**config.mk**
```make
export PLATFORM = sky130hd
export DESIGN_NAME = inflight_message_window
export DESIGN_NICKNAME = d
export VERILOG_FILES = /design/src/rtl/imw_pkg.sv /design/src/rtl/imw_front.sv /design/src/rtl/imw_queue.sv /design/src/rtl/imw_engine.sv /design/src/rtl/inflight_message_window.sv
export SDC_FILE = /design/constraint.sdc
export NUM_CORES = 2
export LEC_CHECK = 0
export BUFFER_PORTS_ARGS = -buffer_cell sky130_fd_sc_hd__buf_2
export CAP_MARGIN = 10
export CORE_AREA = 10 10 457 325
export DETAILED_ROUTE_END_ITERATION = 8
export DIE_AREA = 0 0 467 335
export GPL_TIMING_DRIVEN = 0
export PLACE_DENSITY = 0.63
export SETUP_SLACK_MARGIN = 0.4
export SLEW_MARGIN = 30
export SYNTH_ARGS = -nofsm -noshare
export SYNTH_HDL_FRONTEND = slang
export SYNTH_SLANG_ARGS = --single-unit
```
**constraint.sdc**
```tcl
create_clock -name clk -period 9.1 [get_ports clk]
set_clock_uncertainty 0.05 [all_clocks]
set_input_delay 1.82 -clock clk [delete_from_list [all_inputs] [get_ports clk]]
set_output_delay 1.82 -clock clk [all_outputs]
set_load 0.05 [all_outputs]
```
**src/rtl/imw_pkg.sv**
```systemverilog
// Package for the in-flight message window: sizes, codes and the
// record types shared by the front stage, the command queue and the engine.
// Depends on nothing.
package imw_pkg;

	localparam int WINDOW_DEPTH = 16;
	localparam int IDX_W = (WINDOW_DEPTH > 1) ? $clog2(WINDOW_DEPTH) : 1;
	localparam int CNT_W = $clog2(WINDOW_DEPTH + 1);
	localparam int SIZE_W = 20;
	localparam int ID_W = 16;
	localparam int HANDLE_W = 16;
	localparam int COUNT_OUT_W = 5;

	localparam logic [1:0] CMD_TRACK = 2'd0;
	localparam logic [1:0] CMD_ACK = 2'd1;
	localparam logic [1:0] CMD_WALK = 2'd2;

	localparam logic [1:0] LINK_NOT_LINKED = 2'd1;
	localparam logic [1:0] LINK_LINKED = 2'd2;

	localparam logic [SIZE_W-1:0] BUDGET_RESET = 20'd16384;

	typedef enum logic [1:0] {
		OP_TRACK,
		OP_ACK,
		OP_WALK
	} op_t;

	typedef enum logic [2:0] {
		KIND_STORED,
		KIND_EVICTED,
		KIND_ACKED,
		KIND_UNMATCHED,
		KIND_RESEND,
		KIND_DROPPED,
		KIND_EMPTY
	} kind_t;

	typedef enum logic [1:0] {
		ST_IDLE,
		ST_TRACK,
		ST_ACK,
		ST_WALK
	} state_t;

	typedef struct packed {
		logic [ID_W-1:0]     id;
		logic                scope;
		logic [1:0]          qos;
		logic [SIZE_W-1:0]   size;
		logic [HANDLE_W-1:0] handle;
	} entry_t;

	typedef struct packed {
		op_t    op;
		entry_t ent;
		logic   ok_dev;
		logic   ok_ses;
	} cmd_t;

endpackage

```
**src/rtl/imw_front.sv**
```systemverilog
// Front stage of the in-flight message window: takes input transfers,
// decodes the command and the link status and hands a command record on.
// Depends on imw_pkg.
module imw_front import imw_pkg::*; (
	input  logic        clk,
	input  logic        arst_n,
	input  logic        s_tvalid,
	output logic        s_tready,
	input  logic [63:0] s_tdata,
	input  logic [1:0]  s_tuser,
	output logic        push,
	output cmd_t        push_cmd,
	input  logic        push_ready
);

	logic valid_s1;
	cmd_t cmd_s1;
	cmd_t dec;
	logic [1:0] link;

	assign s_tready = !valid_s1 || push_ready;
	assign push = valid_s1;
	assign push_cmd = cmd_s1;
	assign link = s_tdata[56:55];

	always_comb begin
		dec.ent.id = s_tdata[15:0];
		dec.ent.scope = s_tdata[16];
		dec.ent.qos = s_tdata[18:17];
		dec.ent.size = s_tdata[38:19];
		dec.ent.handle = s_tdata[54:39];
		dec.ok_ses = (link == LINK_LINKED);
		dec.ok_dev = (link == LINK_LINKED) || (link == LINK_NOT_LINKED);
		case (s_tuser)
			CMD_TRACK: dec.op = OP_TRACK;
			CMD_ACK: dec.op = OP_ACK;
			default: dec.op = OP_WALK;
		endcase
	end

	always_ff @(posedge clk or negedge arst_n) begin
		if (!arst_n) begin
			valid_s1 <= 1'b0;
		end else if (s_tready) begin
			valid_s1 <= s_tvalid && (s_tuser inside {CMD_TRACK, CMD_ACK, CMD_WALK});
		end
	end

	always_ff @(posedge clk) begin
		if (s_tready && s_tvalid) begin
			cmd_s1 <= dec;
		end
	end

endmodule

```
**src/rtl/imw_queue.sv**
```systemverilog
// Two-entry command queue between the front stage and the window engine.
// Depends on imw_pkg.
module imw_queue import imw_pkg::*; (
	input  logic clk,
	input  logic arst_n,
	input  logic push,
	input  cmd_t push_cmd,
	output logic push_ready,
	output logic pop_valid,
	output cmd_t pop_cmd,
	input  logic pop
);

	cmd_t       slot_q [2];
	logic       wr_q;
	logic       rd_q;
	logic [1:0] fill_q;
	logic       do_push;
	logic       do_pop;

	assign push_ready = (fill_q != 2'd2);
	assign pop_valid = (fill_q != 2'd0);
	assign pop_cmd = slot_q[rd_q];
	assign do_push = push && push_ready;
	assign do_pop = pop && pop_valid;

	always_ff @(posedge clk or negedge arst_n) begin
		if (!arst_n) begin
			wr_q <= 1'b0;
			rd_q <= 1'b0;
			fill_q <= 2'd0;
		end else begin
			if (do_push) begin
				wr_q <= !wr_q;
			end
			if (do_pop) begin
				rd_q <= !rd_q;
			end
			case ({do_push, do_pop})
				2'b10: fill_q <= fill_q + 2'd1;
				2'b01: fill_q <= fill_q - 2'd1;
				default: fill_q <= fill_q;
			endcase
		end
	end

	always_ff @(posedge clk) begin
		if (do_push) begin
			slot_q[wr_q] <= push_cmd;
		end
	end

endmodule

```
**src/rtl/imw_engine.sv**
```systemverilog
// Window engine: holds the age-ordered entry table, the counters and the
// byte budget, and carries out track, ack and retransmit one command at a time.
// Depends on imw_pkg.
module imw_engine import imw_pkg::*; (
	input  logic              clk,
	input  logic              arst_n,
	input  logic              cfg_we,
	input  logic [SIZE_W-1:0] cfg_wdata,
	input  logic              q_valid,
	input  cmd_t              q_cmd,
	output logic              q_pop,
	output logic              m_tvalid,
	input  logic              m_tready,
	output logic [79:0]       m_tdata,
	output logic [2:0]        m_tuser,
	output logic              m_tlast
);

	entry_t            table_q [WINDOW_DEPTH];
	state_t            state_q;
	state_t            state_d;
	cmd_t              cur_q;
	logic [CNT_W-1:0]  cnt_q;
	logic [CNT_W-1:0]  i_q;
	logic [SIZE_W-1:0] bt_q;
	logic [SIZE_W-1:0] budget_q;

	logic              out_valid_q;
	kind_t             out_kind_q;
	entry_t            out_ent_q;
	logic [CNT_W-1:0]  out_cnt_q;
	logic [SIZE_W-1:0] out_bytes_q;
	logic              out_last_q;

	entry_t            head;
	entry_t            sel;
	entry_t            zero_ent;
	logic              can_emit;
	logic              evict;
	logic              ok;
	logic              emit;
	kind_t             res_kind;
	entry_t            res_ent;
	logic [CNT_W-1:0]  res_cnt;
	logic [SIZE_W-1:0] res_bytes;
	logic              res_last;
	logic              do_remove;
	logic [IDX_W-1:0]  rm_idx;
	logic              do_append;
	logic              i_inc;

	assign head = table_q[0];
	assign sel = table_q[i_q[IDX_W-1:0]];
	assign can_emit = !out_valid_q || m_tready;
	assign evict = (cnt_q >= CNT_W'(WINDOW_DEPTH)) ||
		((cnt_q != '0) && (({1'b0, bt_q} + {1'b0, cur_q.ent.size}) > {1'b0, budget_q}));
	assign ok = sel.scope ? cur_q.ok_ses : cur_q.ok_dev;

	always_comb begin
		zero_ent = '0;
		q_pop = 1'b0;
		emit = 1'b0;
		res_kind = KIND_STORED;
		res_ent = zero_ent;
		res_cnt = cnt_q;
		res_bytes = bt_q;
		res_last = 1'b0;
		do_remove = 1'b0;
		rm_idx = i_q[IDX_W-1:0];
		do_append = 1'b0;
		i_inc = 1'b0;
		case (state_q)
			ST_IDLE: begin
				q_pop = q_valid;
			end
			ST_TRACK: begin
				if (can_emit) begin
					emit = 1'b1;
					if (evict) begin
						res_kind = KIND_EVICTED;
						res_ent = head;
						res_cnt = cnt_q - CNT_W'(1);
						res_bytes = bt_q - head.size;
						do_remove = 1'b1;
						rm_idx = '0;
					end else begin
						res_kind = KIND_STORED;
						res_ent = cur_q.ent;
						res_cnt = cnt_q + CNT_W'(1);
						res_bytes = bt_q + cur_q.ent.size;
						res_last = 1'b1;
						do_append = 1'b1;
					end
				end
			end
			ST_ACK: begin
				if (i_q == cnt_q) begin
					emit = can_emit;
					res_kind = KIND_UNMATCHED;
					res_ent.id = cur_q.ent.id;
					res_last = 1'b1;
				end else if (sel.id == cur_q.ent.id) begin
					emit = can_emit;
					do_remove = can_emit;
					res_kind = KIND_ACKED;
					res_ent = sel;
					res_cnt = cnt_q - CNT_W'(1);
					res_bytes = bt_q - sel.size;
					res_last = 1'b1;
				end else begin
					i_inc = 1'b1;
				end
			end
			ST_WALK: begin
				if (cnt_q == '0) begin
					emit = can_emit;
					res_kind = KIND_EMPTY;
					res_last = 1'b1;
				end else if (can_emit) begin
					emit = 1'b1;
					res_ent = sel;
					if (!ok) begin
						res_kind = KIND_DROPPED;
						do_remove = 1'b1;
						res_cnt = cnt_q - CNT_W'(1);
						res_bytes = bt_q - sel.size;
						res_last = (i_q == cnt_q - CNT_W'(1));
					end else begin
						res_kind = KIND_RESEND;
						i_inc = 1'b1;
						res_last = (i_q + CNT_W'(1) == cnt_q);
					end
				end
			end
			default: begin
				q_pop = 1'b0;
			end
		endcase
	end

	always_comb begin
		state_d = state_q;
		case (state_q)
			ST_IDLE: begin
				if (q_valid) begin
					case (q_cmd.op)
						OP_TRACK: state_d = ST_TRACK;
						OP_ACK: state_d = ST_ACK;
						default: state_d = ST_WALK;
					endcase
				end
			end
			default: begin
				if (emit && res_last) begin
					state_d = ST_IDLE;
				end
			end
		endcase
	end

	always_ff @(posedge clk or negedge arst_n) begin
		if (!arst_n) begin
			state_q <= ST_IDLE;
			cnt_q <= '0;
			bt_q <= '0;
			i_q <= '0;
			budget_q <= BUDGET_RESET;
			out_valid_q <= 1'b0;
		end else begin
			state_q <= state_d;
			if (cfg_we) begin
				budget_q <= cfg_wdata;
			end
			if (do_remove || do_append) begin
				cnt_q <= res_cnt;
				bt_q <= res_bytes;
			end
			if (q_pop) begin
				i_q <= '0;
			end else if (i_inc) begin
				i_q <= i_q + CNT_W'(1);
			end
			if (emit) begin
				out_valid_q <= 1'b1;
			end else if (m_tready) begin
				out_valid_q <= 1'b0;
			end
		end
	end

	always_ff @(posedge clk) begin
		if (q_pop) begin
			cur_q <= q_cmd;
		end
		if (emit) begin
			out_kind_q <= res_kind;
			out_ent_q <= res_ent;
			out_cnt_q <= res_cnt;
			out_bytes_q <= res_bytes;
			out_last_q <= res_last;
		end
		for (int j = 0; j < WINDOW_DEPTH; j++) begin
			if (do_remove && (IDX_W'(j) >= rm_idx) && (j < WINDOW_DEPTH - 1)) begin
				table_q[j] <= table_q[(j + 1) % WINDOW_DEPTH];
			end else if (do_append && (IDX_W'(j) == cnt_q[IDX_W-1:0])) begin
				table_q[j] <= cur_q.ent;
			end
		end
	end

	assign m_tvalid = out_valid_q;
	assign m_tuser = out_kind_q;
	assign m_tlast = out_last_q;
	assign m_tdata = {out_bytes_q, COUNT_OUT_W'(out_cnt_q), out_ent_q.handle,
		out_ent_q.size, out_ent_q.qos, out_ent_q.scope, out_ent_q.id};

endmodule

```
**src/rtl/inflight_message_window.sv**
```systemverilog
// Top level of the in-flight message window: front stage, command queue
// and window engine joined together.
// Depends on imw_pkg, imw_front, imw_queue and imw_engine.
//
// The slave stream carries commands: track a new message, acknowledge by id,
// or walk the window for retransmission; command code three is taken and
// ignored. Each command yields one or more result transfers on the master
// stream, and tlast marks the final result of a command. The byte budget is
// written through cfg_we and cfg_wdata; the user must write it only while the
// block is idle, which the block does not enforce. A command passes the front
// register, a queue slot and the engine's command register before its first
// result is registered. A track emits one result per evicted entry, then the
// stored entry; an ack searches at most 16 entries and ends in an acked or
// unmatched result; a walk emits one result per entry, or one empty result.
// The engine reads one table entry a cycle unless the receiver stalls. A
// two-entry queue lets new commands be taken while the engine works. Reset
// empties the window, clears the byte count and loads a budget of 16384
// bytes. When the receiver stalls, the result register holds its transfer
// and the engine waits; the front fills the queue and then its own register.
module inflight_message_window import imw_pkg::*; (
	input  logic        clk,
	input  logic        arst_n,
	input  logic        cfg_we,
	input  logic [19:0] cfg_wdata,
	input  logic        s_tvalid,
	output logic        s_tready,
	// msg_id[15:0], scope[16], qos[18:17], payload_len[38:19],
	// buffer_handle[54:39], link_status[56:55], zero above.
	input  logic [63:0] s_tdata,
	// command[1:0].
	input  logic [1:0]  s_tuser,
	output logic        m_tvalid,
	input  logic        m_tready,
	// msg_id_res[15:0], scope_res[16], qos_res[18:17], payload_len_res[38:19],
	// buffer_handle_res[54:39], entry_count[59:55], bytes_in_flight[79:60].
	output logic [79:0] m_tdata,
	// kind[2:0].
	output logic [2:0]  m_tuser,
	output logic        m_tlast
);

	logic push;
	cmd_t push_cmd;
	logic push_ready;
	logic q_valid;
	cmd_t q_cmd;
	logic q_pop;

	imw_front u_front (
		.clk        (clk),
		.arst_n     (arst_n),
		.s_tvalid   (s_tvalid),
		.s_tready   (s_tready),
		.s_tdata    (s_tdata),
		.s_tuser    (s_tuser),
		.push       (push),
		.push_cmd   (push_cmd),
		.push_ready (push_ready)
	);

	imw_queue u_queue (
		.clk        (clk),
		.arst_n     (arst_n),
		.push       (push),
		.push_cmd   (push_cmd),
		.push_ready (push_ready),
		.pop_valid  (q_valid),
		.pop_cmd    (q_cmd),
		.pop        (q_pop)
	);

	imw_engine u_engine (
		.clk       (clk),
		.arst_n    (arst_n),
		.cfg_we    (cfg_we),
		.cfg_wdata (cfg_wdata),
		.q_valid   (q_valid),
		.q_cmd     (q_cmd),
		.q_pop     (q_pop),
		.m_tvalid  (m_tvalid),
		.m_tready  (m_tready),
		.m_tdata   (m_tdata),
		.m_tuser   (m_tuser),
		.m_tlast   (m_tlast)
	);

endmodule
```
==> out/qor.yml <==
synth_top_family_by_area: "multiplexers"
tightest_slew_ns: 1.21
criticalPathCategory: "reg -> reg"
post-synth-top-area-cell: "edfxtp_1"
coreArea_um2: 140000
worstHoldPathType: "reg -> reg"
syn_nets: 4256
synthToLayoutAreaGrowth_pct: 15.0
synth_edf_count: 1198
cpMostUsedCell: "buf_4"
die-area_um2: 156000
drt_first_pass_iters: 9
synth_top_area_frac: 0.576
die_h_um: 335
synth_warnings: 0
cp.arrival_ns: 8.86
synth_compound_area_frac: 0.0572
seq_area_um2: 37400
status: "complete, but fails checks"
clk_latency_ns: 0.78
tns_ns: 0
final_nets: 4652
cts_made_buffers: 119
port_buffers: 168
finalSetupViolations: 0
period_needed_ns: 8.46
grt_util_all_layers: 0.262
synth_area_leaders: "edfxtp_1 (58%), mux2_2 (14%), mux4_2 (8.4%), dfrtp_1 (2.3%), o21ai_0 (1.8%)"
yosysMostFrequentCell: "edfxtp_1"
cp.required_ns: 9.50
synthTopCellsByCount: "edfxtp_1 (1198), mux2_2 (779), nand2_1 (252)"
worstRegToRegCells: 34
fillCellCount: 11656
routedWlPerCell_um: 32.7
wl_mm: 211
fmax_ghz: 0.118
grt_max_degree: 48
gr-total-overflow: 0
multi_input_area_um2: 23700
cts.sinks: 1256
cts_tree: "done"
avgSynthCellArea_um2: 15.3
path_clk_slew_ns: 0.07
synth_xor_area_frac: 0.0136
yosysUniqueCellTypes: 88
drc_errors: 2
htreeDepth: 3
cpMaxStageDelayCell: "o211ai_1"
cap_violations: 0
violations: "DRC"
async_flop_share: 0.0462
initial_core_util: 0.447
rows: 115
yosys.area_share.simple: 0.0408
grt_pass1_vias: 39155
yosys.area_share.adder: 0.0184
finalHoldViolCount: 0
die_w_um: 467
slew_viol_final: 0
num_vias: 40875
ys_ff_latch: 1256
drive_gt1_frac: 0.354
cts_root_buf: "clkbuf_16"
antenna_found_initial: 3
max_stage_delay_ns: 0.52
num_io_pins: 177
postSynthCellCount: 4075
seq_area_frac_synth: 0.599
critPathMaxFanout: 10
finalCritPeriodShare: 0.930
synth_flop_cell: "edfxtp_1"
hold-path-cell-count: 0
rsz0062_at_grt: "no"
vias_per_cell: 6.34
drtIter0Drc: 6462
final_antenna_net_count: 0
grt_pass1_wl_mm: 297
whs_ns: 0.393
end_kind: "flip-flop"
hpwl_mm: 150
start_kind: "flip-flop"
slew_headroom: 0.188
cts.path.max_buffers: 3
routabilityCongestion: 0.990
netlist_area_um2: 62500
cts_hold_buffers: 0
muxShareOfSynthArea: 0.244
stage by stage:
stage / util / cell area [µm²] / cells / setup slack (ns)
global route: 0.514 / 71800 / 6446 / 0.481
CTS: 0.513 / 71600 / 6441 / 0.434
detailed placement: 0.484 / 67700 / 6212 / -1.49
global placement: 0.470 / 65600 / 6115 / -8.18
finish: 0.514 / 71800 / 6450 / 0.640
floorplan: - / 62500 / 4075 / 0.555
final timing paths:
path,start,endpoint,slack (ns)
max in group asynchronous,arst_n,u_queue.wr_q,7.48
worst max register to register,u_engine.cur_q[19],u_engine.table_q[12][34],0.64
worst max-delay path,u_engine.cur_q[19],u_engine.table_q[12][34],0.64
min in group asynchronous,arst_n,u_engine.bt_q[0],0.95
worst min register to register,u_front.push_cmd[9],u_queue.slot_q[0][9],0.39
worst min-delay path,u_front.push_cmd[9],u_queue.slot_q[0][9],0.39
timing repair:
item / 4_1_cts / 5_1_grt
setup endpoints to repair: 226 / 33
pin swaps: 1 / 2
hold endpoints to repair: 0 / 0
resized for setup: 14 / 23
buffers inserted: 5 / 1
layout by cell type, fill, tap and decap left out, drive strengths merged, types with 14 or more instances in the layout:
| cell type | instances |
|---|---|
| o21ai | 225 |
| a31oi | 15 |
| nand2b | 25 |
| o211ai | 14 |
| o22ai | 21 |
| xor2 | 42 |
| clkbuf | 392 |
| nand2 | 252 |
| mux2 | 793 |
| ha | 87 |
| clkinv | 60 |
| a21oi | 71 |
| a22oi | 21 |
| nor2 | 116 |
| and3 | 16 |
| nand3 | 34 |
| nor2b | 17 |
| dfrtp | 57 |
| a211oi | 16 |
| mux2i | 96 |
| xnor2 | 55 |
| nand4 | 14 |
| mux4 | 236 |
| edfxtp | 1198 |
| a21o | 34 |
| a222oi | 30 |
| buf | 346 |
| inv | 87 |
| nor3 | 38 |
kinds of logic after synthesis:
| kind of cell | count (synthesis) |
|---|---|
| xor gates and xnor gates | 97 |
| buffers and inverters | 399 |
| adders and majority gates | 90 |
| AOI/OAI and AO/OA | 549 |
| and+or+nand+nor | 559 |
| muxes | 1125 |
| DFF | 1256 |
worst max-delay path, delay by kind of cell (launching register included):
| kind | cells | cell delay [ns] |
|---|---|---|
| xor+xnor | 1 | 0.16 |
| buf+inv | 14 | 3.04 |
| compound gates | 13 | 2.88 |
| flops | 1 | 0.36 |
| simple gates | 4 | 1.13 |
| fa+ha+maj | 2 | 0.47 |
area by class of cell:
type	count	share of cell area
clock buffers	149	0.0445
well taps	1872	0.0326
flip-flops and latches	1256	0.521
plain buffers	314	0.0201
repair buffers	275	0.0380
multi-input cells	2420	0.330
diodes	4	0.000139
clock inverters	75	0.00919
inverters	85	0.00451
sequential cells by signal, indices dropped and copies added (netlist names):
register	cells
u_engine.cur_q	57
u_engine.i_q	5
u_engine.bt_q	20
u_engine.m_tuser	3
u_engine.m_tvalid	1
u_queue.rd_q	1
u_engine.state_q	2
u_engine.budget_q	20
u_queue.wr_q	1
u_queue.slot_q	118
u_engine.out_cnt_q	5
u_front.push_cmd	59
u_queue.fill_q	2
u_front.push	1
u_engine.m_tdata	55
u_engine.out_bytes_q	20
u_engine.table_q	880
u_engine.m_tlast	1
u_engine.cnt_q	5
metal layers:
layer  wire length [µm]  track usage
met5                 70            0
met4               6540       0.0724
met3              28000       0.0901
met2              84500        0.354
met1              91700        0.395
Power is not shown: default switching activity piles up to over one toggle a cycle in this logic, so the estimate is an artifact.
